**config.mk**
```make
export PLATFORM = sky130hd
export DESIGN_NAME = line_and_circle_rasterizer_core_flat
export DESIGN_NICKNAME = d
export VERILOG_FILES = /design/src/design/lcr_pkg.sv /design/src/design/lcr_if.sv /design/src/design/lcr_in_stage.sv /design/src/design/lcr_engine.sv /design/src/design/line_and_circle_rasterizer_core.sv /design/src/flat_wrapper.sv
export VERILOG_INCLUDE_DIRS = /design/src /design/src/design
export SDC_FILE = /design/constraint.sdc
export NUM_CORES = 1
export LEC_CHECK = 0
export ABC_AREA = 1
export BUFFER_PORTS_ARGS = -buffer_cell sky130_fd_sc_hd__buf_2
export CORE_MARGIN = 3
export CORE_UTILIZATION = 55
export DETAILED_ROUTE_END_ITERATION = 8
export PLACE_DENSITY = 0.73
export SYNTH_ARGS = -nofsm -noshare
export SYNTH_HDL_FRONTEND = slang
export SYNTH_SLANG_ARGS = --single-unit
```
**constraint.sdc**
```tcl
create_clock -name clk -period 6.5 [get_ports clk]
set_clock_uncertainty 0.15 [all_clocks]
set_input_delay 0.65 -clock clk [delete_from_list [all_inputs] [get_ports clk]]
set_output_delay 0.65 -clock clk [all_outputs]
set_load 0.1 [all_outputs]
```
**src/design/line_and_circle_rasterizer_core_assert.svh**
```systemverilog
// Assertion macros used by the rasterizer engine.
// The macros expect a signal named clk, and LCR_ASSERT also arst_n, in the scope where they are used.
`ifndef LINE_AND_CIRCLE_RASTERIZER_CORE_ASSERT_SVH
`define LINE_AND_CIRCLE_RASTERIZER_CORE_ASSERT_SVH

// Checked on every rising edge outside reset.
`define LCR_ASSERT(lbl, prop, msg) \
	lbl: assert property (@(posedge clk) disable iff (!arst_n) prop) \
		else $error(msg);

// Checked on every rising edge, reset included.
`define LCR_ASSERT_ALWAYS(lbl, prop, msg) \
	lbl: assert property (@(posedge clk) prop) else $error(msg);

`endif

```
**src/design/lcr_pkg.sv**
```systemverilog
// ----------------------------------------------------------------------------
// lcr_pkg
// Types and constants shared by the line and circle rasterizer.
// ----------------------------------------------------------------------------
package lcr_pkg;

	localparam int PIX_BITS       = 12;
	localparam int CANVAS_BITS    = 11;
	localparam int CFG_INDEX_BITS = 1;

	localparam logic [CANVAS_BITS-1:0] CANVAS_RESET = 11'd600;

	localparam logic [CFG_INDEX_BITS-1:0] REG_CANVAS_WIDTH  = 1'b0;
	localparam logic [CFG_INDEX_BITS-1:0] REG_CANVAS_HEIGHT = 1'b1;

	typedef enum logic [1:0] {
		MODE_LINE   = 2'd0,
		MODE_CIRCLE = 2'd1,
		MODE_STEP   = 2'd2
	} mode_t;

	typedef enum logic [1:0] {
		KIND_IDLE   = 2'd0,
		KIND_LINE   = 2'd1,
		KIND_CIRCLE = 2'd2
	} shape_kind_t;

endpackage

```
**src/design/lcr_if.sv**
```systemverilog
// ----------------------------------------------------------------------------
// lcr_if
// Valid/ready channels for command items and for pixel items.
// ----------------------------------------------------------------------------
interface lcr_in_if #(
	parameter int COORD_BITS = 10
);
	logic                  valid;
	logic                  ready;
	logic [1:0]            mode;
	logic [COORD_BITS-1:0] start_x;
	logic [COORD_BITS-1:0] start_y;
	logic [COORD_BITS-1:0] end_x;
	logic [COORD_BITS-1:0] end_y;
	logic [COORD_BITS-1:0] radius;

	modport source (output valid, mode, start_x, start_y, end_x, end_y, radius, input ready);
	modport sink (input valid, mode, start_x, start_y, end_x, end_y, radius, output ready);
endinterface

interface lcr_out_if;
	import lcr_pkg::*;
	logic                       valid;
	logic                       ready;
	logic signed [PIX_BITS-1:0] pixel_x;
	logic signed [PIX_BITS-1:0] pixel_y;
	logic                       on_canvas;
	logic                       last_pixel;

	modport source (output valid, pixel_x, pixel_y, on_canvas, last_pixel, input ready);
	modport sink (input valid, pixel_x, pixel_y, on_canvas, last_pixel, output ready);
endinterface

```
**src/design/lcr_in_stage.sv**
```systemverilog
// ----------------------------------------------------------------------------
// lcr_in_stage
// Input register: holds one command item in front of the rasterizer engine.
// ----------------------------------------------------------------------------
module lcr_in_stage (
	input logic   clk,
	input logic   arst_n,
	lcr_in_if.sink   up,
	lcr_in_if.source dn
);
	logic valid_q;

	assign up.ready = !valid_q || dn.ready;
	assign dn.valid = valid_q;

	always_ff @(posedge clk or negedge arst_n) begin
		if (!arst_n) begin
			valid_q <= 1'b0;
		end else if (up.ready) begin
			valid_q <= up.valid;
		end
	end

	always_ff @(posedge clk) begin
		if (up.valid && up.ready) begin
			dn.mode    <= up.mode;
			dn.start_x <= up.start_x;
			dn.start_y <= up.start_y;
			dn.end_x   <= up.end_x;
			dn.end_y   <= up.end_y;
			dn.radius  <= up.radius;
		end
	end

endmodule

```
**src/design/lcr_engine.sv**
```systemverilog
// ----------------------------------------------------------------------------
// lcr_engine
// Shape state, one Bresenham step or one midpoint-circle mirror point per step item, the
// canvas registers and the pixel result register.
// ----------------------------------------------------------------------------
module lcr_engine #(
	parameter int COORD_BITS = 10
) (
	input logic                               clk,
	input logic                               arst_n,
	input logic                               cfg_wr_en,
	input logic [lcr_pkg::CFG_INDEX_BITS-1:0] cfg_index,
	input logic [lcr_pkg::CANVAS_BITS-1:0]    cfg_data,
	lcr_in_if.sink                            item,
	lcr_out_if.source                         pixel
);
	import lcr_pkg::*;

	localparam int N   = COORD_BITS;
	localparam int CW  = N + 2;                          // circle u, v and offsets
	localparam int LEW = N + 3;                          // line error term
	localparam int CEW = N + 4;                          // circle error term
	localparam int XW  = N + 6;                          // circle update arithmetic
	localparam int PW  = (CW > PIX_BITS) ? CW : PIX_BITS; // pixel arithmetic

	localparam logic signed [XW-1:0]  ONE_X = XW'(1);
	localparam logic signed [CEW-1:0] ONE_C = CEW'(1);

	// Configuration registers.
	logic [CANVAS_BITS-1:0] canvas_w_q, canvas_h_q;

	// Shape state.
	shape_kind_t            kind_q, kind_d;
	logic [N-1:0]           cur_x_q, cur_y_q, tgt_x_q, tgt_y_q;
	logic [N-1:0]           cur_x_d, cur_y_d, tgt_x_d, tgt_y_d;
	logic [N-1:0]           span_x_q, span_y_q, span_x_d, span_y_d;
	logic [1:0]             signs_q, signs_d;
	logic                   x_major_q, x_major_d;
	logic signed [LEW-1:0]  line_err_q, line_err_d;
	logic signed [CW-1:0]   cu_q, cv_q, cu_d, cv_d;
	logic signed [CEW-1:0]  cerr_q, cerr_d;
	logic [2:0]             mirror_q, mirror_d;

	// Result register.
	logic                       out_valid_q;
	logic signed [PIX_BITS-1:0] pix_x_q, pix_y_q;
	logic                       on_canvas_q, last_q;

	logic take, produces, step_last;

	// Line load.
	logic signed [N:0]     ld_dx, ld_dy, ld_ndx, ld_ndy;
	logic [N-1:0]          ld_span_x, ld_span_y;
	logic                  ld_x_major;
	logic signed [LEW-1:0] ld_err;
	logic                  ld_idle;

	// Line step.
	logic [N-1:0]          maj_span, min_span;
	logic signed [LEW-1:0] ln_e1, ln_e2;
	logic                  ln_minor;
	logic [N-1:0]          ln_nx, ln_ny;
	logic                  ln_last;

	// Circle step.
	logic signed [CW-1:0]  off_x, off_y;
	logic signed [XW-1:0]  err_w, u_w, v_w, v1, err1, u1, err2;
	logic                  c_cond, c_last;
	logic signed [CEW-1:0] r_c;

	// Pixel.
	logic signed [PW-1:0]  px, py;
	logic                  on_canvas;

	assign produces   = (item.mode == MODE_STEP) && (kind_q != KIND_IDLE);
	assign item.ready = !produces || !out_valid_q || pixel.ready;
	assign take       = item.valid && item.ready;

	always_comb begin
		// Line set-up: spans, directions and major axis.
		ld_dx      = $signed({1'b0, item.end_x}) - $signed({1'b0, item.start_x});
		ld_dy      = $signed({1'b0, item.end_y}) - $signed({1'b0, item.start_y});
		ld_ndx     = -ld_dx;
		ld_ndy     = -ld_dy;
		ld_span_x  = ld_dx[N] ? ld_ndx[N-1:0] : ld_dx[N-1:0];
		ld_span_y  = ld_dy[N] ? ld_ndy[N-1:0] : ld_dy[N-1:0];
		ld_x_major = ld_span_x > ld_span_y;
		ld_err     = ld_x_major ? -$signed({3'b000, ld_span_x}) : -$signed({3'b000, ld_span_y});
		ld_idle    = ld_x_major ? (item.start_x == item.end_x) : (item.start_y == item.end_y);

		// Bresenham step.
		maj_span = x_major_q ? span_x_q : span_y_q;
		min_span = x_major_q ? span_y_q : span_x_q;
		ln_e1    = line_err_q + $signed({2'b00, min_span, 1'b0});
		ln_minor = ln_e1 > 0;
		ln_e2    = ln_minor ? ln_e1 - $signed({2'b00, maj_span, 1'b0}) : ln_e1;
		ln_nx    = signs_q[0] ? cur_x_q - N'(1) : cur_x_q + N'(1);
		ln_ny    = signs_q[1] ? cur_y_q - N'(1) : cur_y_q + N'(1);
		ln_last  = x_major_q ? (ln_nx == tgt_x_q) : (ln_ny == tgt_y_q);

		// The eight octant mirrors of the current (u, v).
		case (mirror_q)
			3'd0:    begin off_x = cu_q;  off_y = cv_q;  end
			3'd1:    begin off_x = -cu_q; off_y = cv_q;  end
			3'd2:    begin off_x = -cu_q; off_y = -cv_q; end
			3'd3:    begin off_x = cu_q;  off_y = -cv_q; end
			3'd4:    begin off_x = cv_q;  off_y = cu_q;  end
			3'd5:    begin off_x = -cv_q; off_y = cu_q;  end
			3'd6:    begin off_x = -cv_q; off_y = -cu_q; end
			default: begin off_x = cv_q;  off_y = -cu_q; end
		endcase

		// Midpoint update, used after the eighth mirror.
		err_w  = XW'(cerr_q);
		u_w    = XW'(cu_q);
		v_w    = XW'(cv_q);
		c_cond = (err_w + err_w) > (ONE_X - (v_w + v_w));
		v1     = c_cond ? v_w - ONE_X : v_w;
		err1   = c_cond ? err_w - (v1 + v1 - ONE_X) : err_w;
		u1     = u_w + ONE_X;
		err2   = err1 + u1 + u1 + ONE_X;
		c_last = u1 > v1;
		r_c    = CEW'(item.radius);

		if (kind_q == KIND_LINE) begin
			px        = PW'(cur_x_q);
			py        = PW'(cur_y_q);
			step_last = ln_last;
		end else begin
			px        = PW'(cur_x_q) + PW'(off_x);
			py        = PW'(cur_y_q) + PW'(off_y);
			step_last = (mirror_q == 3'd7) && c_last;
		end
		on_canvas = !px[PW-1] && !py[PW-1] &&
		            (px < PW'(canvas_w_q)) && (py < PW'(canvas_h_q));
	end

	always_comb begin
		kind_d     = kind_q;
		cur_x_d    = cur_x_q;
		cur_y_d    = cur_y_q;
		tgt_x_d    = tgt_x_q;
		tgt_y_d    = tgt_y_q;
		span_x_d   = span_x_q;
		span_y_d   = span_y_q;
		signs_d    = signs_q;
		x_major_d  = x_major_q;
		line_err_d = line_err_q;
		cu_d       = cu_q;
		cv_d       = cv_q;
		cerr_d     = cerr_q;
		mirror_d   = mirror_q;
		if (take) begin
			case (item.mode)
				MODE_LINE: begin
					cur_x_d    = item.start_x;
					cur_y_d    = item.start_y;
					tgt_x_d    = item.end_x;
					tgt_y_d    = item.end_y;
					span_x_d   = ld_span_x;
					span_y_d   = ld_span_y;
					signs_d    = {ld_dy[N] || (ld_dy == '0), ld_dx[N] || (ld_dx == '0)};
					x_major_d  = ld_x_major;
					line_err_d = ld_err;
					mirror_d   = 3'd0;
					kind_d     = ld_idle ? KIND_IDLE : KIND_LINE;
				end
				MODE_CIRCLE: begin
					cur_x_d  = item.start_x;
					cur_y_d  = item.start_y;
					cu_d     = '0;
					cv_d     = $signed({2'b00, item.radius});
					cerr_d   = (ONE_C - r_c) <<< 1;
					mirror_d = 3'd0;
					kind_d   = KIND_CIRCLE;
				end
				MODE_STEP: begin
					if (kind_q == KIND_LINE) begin
						line_err_d = ln_e2;
						if (x_major_q) begin
							cur_x_d = ln_nx;
							cur_y_d = ln_minor ? ln_ny : cur_y_q;
						end else begin
							cur_y_d = ln_ny;
							cur_x_d = ln_minor ? ln_nx : cur_x_q;
						end
						if (ln_last) begin
							kind_d = KIND_IDLE;
						end
					end else if (kind_q == KIND_CIRCLE) begin
						if (mirror_q == 3'd7) begin
							cu_d     = CW'(u1);
							cv_d     = CW'(v1);
							cerr_d   = CEW'(err2);
							mirror_d = 3'd0;
							if (c_last) begin
								kind_d = KIND_IDLE;
							end
						end else begin
							mirror_d = mirror_q + 3'd1;
						end
					end
				end
				default: begin
					kind_d = kind_q;
				end
			endcase
		end
	end

	always_ff @(posedge clk or negedge arst_n) begin
		if (!arst_n) begin
			kind_q     <= KIND_IDLE;
			cur_x_q    <= '0;
			cur_y_q    <= '0;
			tgt_x_q    <= '0;
			tgt_y_q    <= '0;
			span_x_q   <= '0;
			span_y_q   <= '0;
			signs_q    <= '0;
			x_major_q  <= 1'b0;
			line_err_q <= '0;
			cu_q       <= '0;
			cv_q       <= '0;
			cerr_q     <= '0;
			mirror_q   <= '0;
		end else begin
			kind_q     <= kind_d;
			cur_x_q    <= cur_x_d;
			cur_y_q    <= cur_y_d;
			tgt_x_q    <= tgt_x_d;
			tgt_y_q    <= tgt_y_d;
			span_x_q   <= span_x_d;
			span_y_q   <= span_y_d;
			signs_q    <= signs_d;
			x_major_q  <= x_major_d;
			line_err_q <= line_err_d;
			cu_q       <= cu_d;
			cv_q       <= cv_d;
			cerr_q     <= cerr_d;
			mirror_q   <= mirror_d;
		end
	end

	always_ff @(posedge clk or negedge arst_n) begin
		if (!arst_n) begin
			canvas_w_q <= CANVAS_RESET;
			canvas_h_q <= CANVAS_RESET;
		end else if (cfg_wr_en) begin
			case (cfg_index)
				REG_CANVAS_WIDTH:  canvas_w_q <= cfg_data;
				REG_CANVAS_HEIGHT: canvas_h_q <= cfg_data;
				default: begin
					canvas_w_q <= canvas_w_q;
				end
			endcase
		end
	end

	always_ff @(posedge clk or negedge arst_n) begin
		if (!arst_n) begin
			out_valid_q <= 1'b0;
		end else if (take && produces) begin
			out_valid_q <= 1'b1;
		end else if (pixel.ready) begin
			out_valid_q <= 1'b0;
		end
	end

	always_ff @(posedge clk) begin
		if (take && produces) begin
			pix_x_q     <= px[PIX_BITS-1:0];
			pix_y_q     <= py[PIX_BITS-1:0];
			on_canvas_q <= on_canvas;
			last_q      <= step_last;
		end
	end

	assign pixel.valid      = out_valid_q;
	assign pixel.pixel_x    = pix_x_q;
	assign pixel.pixel_y    = pix_y_q;
	assign pixel.on_canvas  = on_canvas_q;
	assign pixel.last_pixel = last_q;

	`include "line_and_circle_rasterizer_core_assert.svh"

	`LCR_ASSERT(a_result_from_step, $rose(out_valid_q) |-> $past(take && produces), "result without a step")
	`LCR_ASSERT(a_last_goes_idle, (take && produces && step_last) |=> (kind_q == KIND_IDLE), "shape still active after its last pixel")
	`LCR_ASSERT_ALWAYS(a_mirror_in_circle, (mirror_q != 3'd0) |-> (kind_q == KIND_CIRCLE), "mirror index outside a circle")
	`LCR_ASSERT(a_line_err_bound, (kind_q == KIND_LINE) |-> (line_err_q[LEW-1] || (line_err_q == '0)), "line error term positive between steps")

endmodule

```
**src/design/line_and_circle_rasterizer_core.sv**
```systemverilog
// ----------------------------------------------------------------------------
// line_and_circle_rasterizer_core
// Bresenham line and midpoint circle rasterizer, one pixel per step item while a shape is active.
// ----------------------------------------------------------------------------
//  channel    dir  handshake        payload
//  item_in    in   valid / ready    mode, start_x, start_y, end_x, end_y, radius
//  pixel_out  out  valid / ready    pixel_x, pixel_y, on_canvas, last_pixel
//  cfg        in   cfg_wr_en        cfg_index, cfg_data
//
// One item is taken per cycle unless a full result register stalls it; a step's
// pixel passes the input register, then the result register, before it leaves.
// The rate is set by the combinational error update of the shape state.
// Reset leaves no shape active and both canvas registers at 600.
// A full result register that is not being taken stalls only step items that
// give a pixel; loads and idle steps flow on.
// ----------------------------------------------------------------------------
module line_and_circle_rasterizer_core #(
	parameter int COORD_BITS = 10
) (
	input logic                               clk,
	input logic                               arst_n,
	input logic                               cfg_wr_en,
	input logic [lcr_pkg::CFG_INDEX_BITS-1:0] cfg_index,
	input logic [lcr_pkg::CANVAS_BITS-1:0]    cfg_data,
	lcr_in_if.sink                            item_in,
	lcr_out_if.source                         pixel_out
);
	import lcr_pkg::*;

	lcr_in_if #(.COORD_BITS(COORD_BITS)) stage_if ();

	lcr_in_stage u_in_stage (
		.clk    (clk),
		.arst_n (arst_n),
		.up     (item_in),
		.dn     (stage_if)
	);

	lcr_engine #(.COORD_BITS(COORD_BITS)) u_engine (
		.clk       (clk),
		.arst_n    (arst_n),
		.cfg_wr_en (cfg_wr_en),
		.cfg_index (cfg_index),
		.cfg_data  (cfg_data),
		.item      (stage_if),
		.pixel     (pixel_out)
	);

endmodule

```
**src/flat_wrapper.sv**
```systemverilog
// flat-port wrapper written by rule: the top's interface ports become plain ports
module line_and_circle_rasterizer_core_flat import lcr_pkg::*;
#(
	parameter int COORD_BITS = 10
)
  (clk, arst_n, cfg_wr_en, cfg_index, cfg_data, item_in_valid, item_in_mode, item_in_start_x, item_in_start_y, item_in_end_x, item_in_end_y, item_in_radius, item_in_ready, pixel_out_valid, pixel_out_pixel_x, pixel_out_pixel_y, pixel_out_on_canvas, pixel_out_last_pixel, pixel_out_ready);
  lcr_in_if #(.COORD_BITS(COORD_BITS)) item_in_i ();
  lcr_out_if pixel_out_i ();
  input logic clk;
  input logic arst_n;
  input logic cfg_wr_en;
  input logic [lcr_pkg::CFG_INDEX_BITS-1:0] cfg_index;
  input logic [lcr_pkg::CANVAS_BITS-1:0] cfg_data;
  input wire logic [$bits(item_in_i.valid)-1:0] item_in_valid;
  input wire logic [$bits(item_in_i.mode)-1:0] item_in_mode;
  input wire logic [$bits(item_in_i.start_x)-1:0] item_in_start_x;
  input wire logic [$bits(item_in_i.start_y)-1:0] item_in_start_y;
  input wire logic [$bits(item_in_i.end_x)-1:0] item_in_end_x;
  input wire logic [$bits(item_in_i.end_y)-1:0] item_in_end_y;
  input wire logic [$bits(item_in_i.radius)-1:0] item_in_radius;
  output wire logic [$bits(item_in_i.ready)-1:0] item_in_ready;
  output wire logic [$bits(pixel_out_i.valid)-1:0] pixel_out_valid;
  output wire logic [$bits(pixel_out_i.pixel_x)-1:0] pixel_out_pixel_x;
  output wire logic [$bits(pixel_out_i.pixel_y)-1:0] pixel_out_pixel_y;
  output wire logic [$bits(pixel_out_i.on_canvas)-1:0] pixel_out_on_canvas;
  output wire logic [$bits(pixel_out_i.last_pixel)-1:0] pixel_out_last_pixel;
  input wire logic [$bits(pixel_out_i.ready)-1:0] pixel_out_ready;
  assign item_in_i.valid = item_in_valid;
  assign item_in_i.mode = item_in_mode;
  assign item_in_i.start_x = item_in_start_x;
  assign item_in_i.start_y = item_in_start_y;
  assign item_in_i.end_x = item_in_end_x;
  assign item_in_i.end_y = item_in_end_y;
  assign item_in_i.radius = item_in_radius;
  assign item_in_ready = item_in_i.ready;
  assign pixel_out_valid = pixel_out_i.valid;
  assign pixel_out_pixel_x = pixel_out_i.pixel_x;
  assign pixel_out_pixel_y = pixel_out_i.pixel_y;
  assign pixel_out_on_canvas = pixel_out_i.on_canvas;
  assign pixel_out_last_pixel = pixel_out_i.last_pixel;
  assign pixel_out_i.ready = pixel_out_ready;
  line_and_circle_rasterizer_core #(.COORD_BITS(COORD_BITS)) u_core (.clk(clk), .arst_n(arst_n), .cfg_wr_en(cfg_wr_en), .cfg_index(cfg_index), .cfg_data(cfg_data), .item_in(item_in_i), .pixel_out(pixel_out_i));
endmodule
```
==> results.json <==
{
  "synth_top_area_cell": "dfrtp_1",
  "ys_ff_latch": 221,
  "rows": 64,
  "first_pass_iters": 8,
  "synthToLayoutAreaGrowth_pct": 13.0,
  "start_util_pct": 56.4,
  "final_common_cell": "nand2_1",
  "reg2reg_depth": 45,
  "ant_nets": 0,
  "crit_slowest_cell": "dfrtp_2",
  "finalSetupTns_ns": 0,
  "hold_ws_ns": -0.00234,
  "io_pins": 97,
  "yosys.area.top_type_share_pct": 19.3,
  "period_needed_ns": 6.19,
  "die_h_um": 184,
  "worst_slew_pin_slew_ns": 1.22,
  "cts_max_level": 1,
  "max_slew_margin_pct": 18.5,
  "layout-drive-gt1-share_pct": 12.3,
  "track_usage_pct": 27.3,
  "place_congestion": 0.945,
  "n_antenna_cell": 0,
  "fmaxAchievable_ghz": 0.161,
  "finalNonFillerCells": 2807,
  "postSynthAreaPerCell_um2": 7.66,
  "syn-num-nets": 2539,
  "cts-buffers-inserted": 26,
  "finalHoldViolCount": 1,
  "cts.sinks": 221,
  "wirelength_mm": 46.3,
  "r2r-start": "u_core.u_engine.cv_q[2]",
  "clkLatencyLatePin_ns": 0.56,
  "die-area_um2": 34000,
  "finalSetupViolCount": 0,
  "ys_warn_count": 0,
  "fp.coreArea_um2": 31000,
  "grt_overflow_total": 0,
  "cts_buffer_depth": 3,
  "dp.final_hpwl_mm": 35.4,
  "routed-via-count": 15569,
  "placed_area_um2": 18400,
  "cp.arrival_ns": 6.47,
  "fp.dieW_um": 184,
  "synth_edf_count": 78,
  "layout_common_cells": "nand2_1, inv_1, o21ai_0, ha_1, a21oi_1",
  "via_per_inst": 5.55,
  "crit_type": "reg -> reg",
  "synthCells": 2282,
  "cap_violations": 0,
  "stdcell_area_um2": 19700,
  "start_kind": "register",
  "grt_pass1_wl_mm": 74.9,
  "grt_pass1_vias": 14981,
  "report.final.slew_viol_count": 0,
  "cp-end-kind": "register",
  "path_max_fanout": 6,
  "cts-root-buf": "clkbuf_16",
  "cts_tree": "built",
  "critPathRequiredTime_ns": 6.78,
  "hp-class": "in -> async",
  "r2r_slack_ns": 0.31,
  "r2r_end": "u_core.u_engine.cerr_q[13]",
  "numPortBuffers": 96,
  "postLayoutCoreUtil_pct": 63.7,
  "placed_cells": 2734,
  "grt_max_degree": 81,
  "status": "finished, violations left",
  "ys_types": 57,
  "finalCritPeriodShare_pct": 95.3,
  "postCtsHoldBufs": 0,
  "ys_seq_area_share_pct": 33.9,
  "synth-main-ff-cell": "dfrtp_1",
  "antenna_found_initial": 0,
  "violations": "negative hold slack",
  "wl_per_cell_um": 16.5,
  "drc": 0,
  "synth_area_leaders": "dfrtp_1, edfxtp_1, ha_1",
  "max_stage_delay_ns": 0.44,
  "netlist_area_um2": 17500,
  "num-nets-final": 2648,
  "synthArstFlopShare_pct": 64.7,
  "clk_pin_slew_ns": 0.06,
  "drt-initial-drc-count": 953
}
-- worst max-delay path: cells and delay by family (launching register included) --
family          cells  cell delay, ns
compound gates     13            1.76
simple gates       20            2.05
xor+xnor            2            0.38
fa+ha+maj           3            0.77
flops               1            0.44
buf+inv             7            0.50
-- cells by family (layout without fill, tap and decap cells) --
logic type / after synthesis / in the layout / synth area share, %
AOI/OAI and AO/OA: 521 / 521 / 17.0
adders and majority gates: 188 / 188 / 13.9
and+or+nand+nor: 830 / 830 / 20.0
DFF: 221 / 221 / 33.9
xor gates and xnor gates: 128 / 128 / 6.63
buffers and inverters: 394 / 523 / 8.58
-- metrics by stage --
step	hold slack, ns	setup slack, ns
after floorplan	0.204	0.706
after global placement	0.318	0.235
after detailed placement	0.323	0.106
after CTS	0.0350	0.0604
after global routing	0.0729	-0.163
final	-0.00234	0.307
-- how the worst max path moves through the flow --
stage                                       start  slack [ns]                    endpoint
after floorplan           u_core.u_engine.cv_q[1]        0.71  u_core.u_engine.cerr_q[13]
after global placement    u_core.u_engine.cv_q[1]        0.23  u_core.u_engine.cerr_q[13]
after detailed placement  u_core.u_engine.cv_q[1]        0.11  u_core.u_engine.cerr_q[13]
after CTS                 u_core.u_engine.cv_q[1]        0.06  u_core.u_engine.cerr_q[13]
after global routing      u_core.u_engine.cv_q[2]       -0.16  u_core.u_engine.cerr_q[13]
final                     u_core.u_engine.cv_q[2]        0.31  u_core.u_engine.cerr_q[13]
-- final cells by class --
type | instances | area, um^2
Timing Repair Buffer | 138 | 818
Clock inverter | 16 | 230
Clock buffer | 32 | 693
Sequential cell | 221 | 5940
Multi-Input combinational cell | 1667 | 10300
Inverter | 337 | 1270
Fill cell | 2682 | 11200
Tap cell | 396 | 495
-- per-layer routing --
layer / track usage, % / vias to the layer above / wire, um
li1: - / 7794 / -
met1: 36.8 / 7226 / 20600
met2: 45.6 / 430 / 21500
met3: 2.84 / 119 / 2160
met4: 10.5 / 0 / 2010
met5: 0 / - / 0
-- state kept, by name, summed over array words and instances (netlist names), 11 cells and up --
signal / cells
u_core.u_engine.cerr_q: 14
u_core.u_engine.line_err_q: 13
u_core.u_engine.cu_q: 12
u_core.u_engine.cv_q: 12
u_core.u_engine.pixel.pixel_x: 12
u_core.u_engine.pixel.pixel_y: 12
u_core.u_engine.canvas_h_q: 11
u_core.u_engine.canvas_w_q: 11
-- repair_timing --
item | 4_1_cts | 5_1_grt
setup endpoints to repair | 0 | 5
setup buffers | 0 | 25
resized for setup | 0 | 58
hold endpoints to repair | 0 | 0
-- cells in the mapped netlist (23+ instances only) --
cell type  number
nand2_1       519
inv_1         327
o21ai_0       222
ha_1          178
a21oi_1       154
dfrtp_1       135
nor2_1        126
xor2_1         99
nand3_1        82
edfxtp_1       78
clkbuf_1       44
nor3_1         27
o22ai_1        24
xnor2_1        24
o211ai_1       23
Power is not shown: default switching activity piles up to over one toggle a cycle in this logic, so the estimate is an artifact.
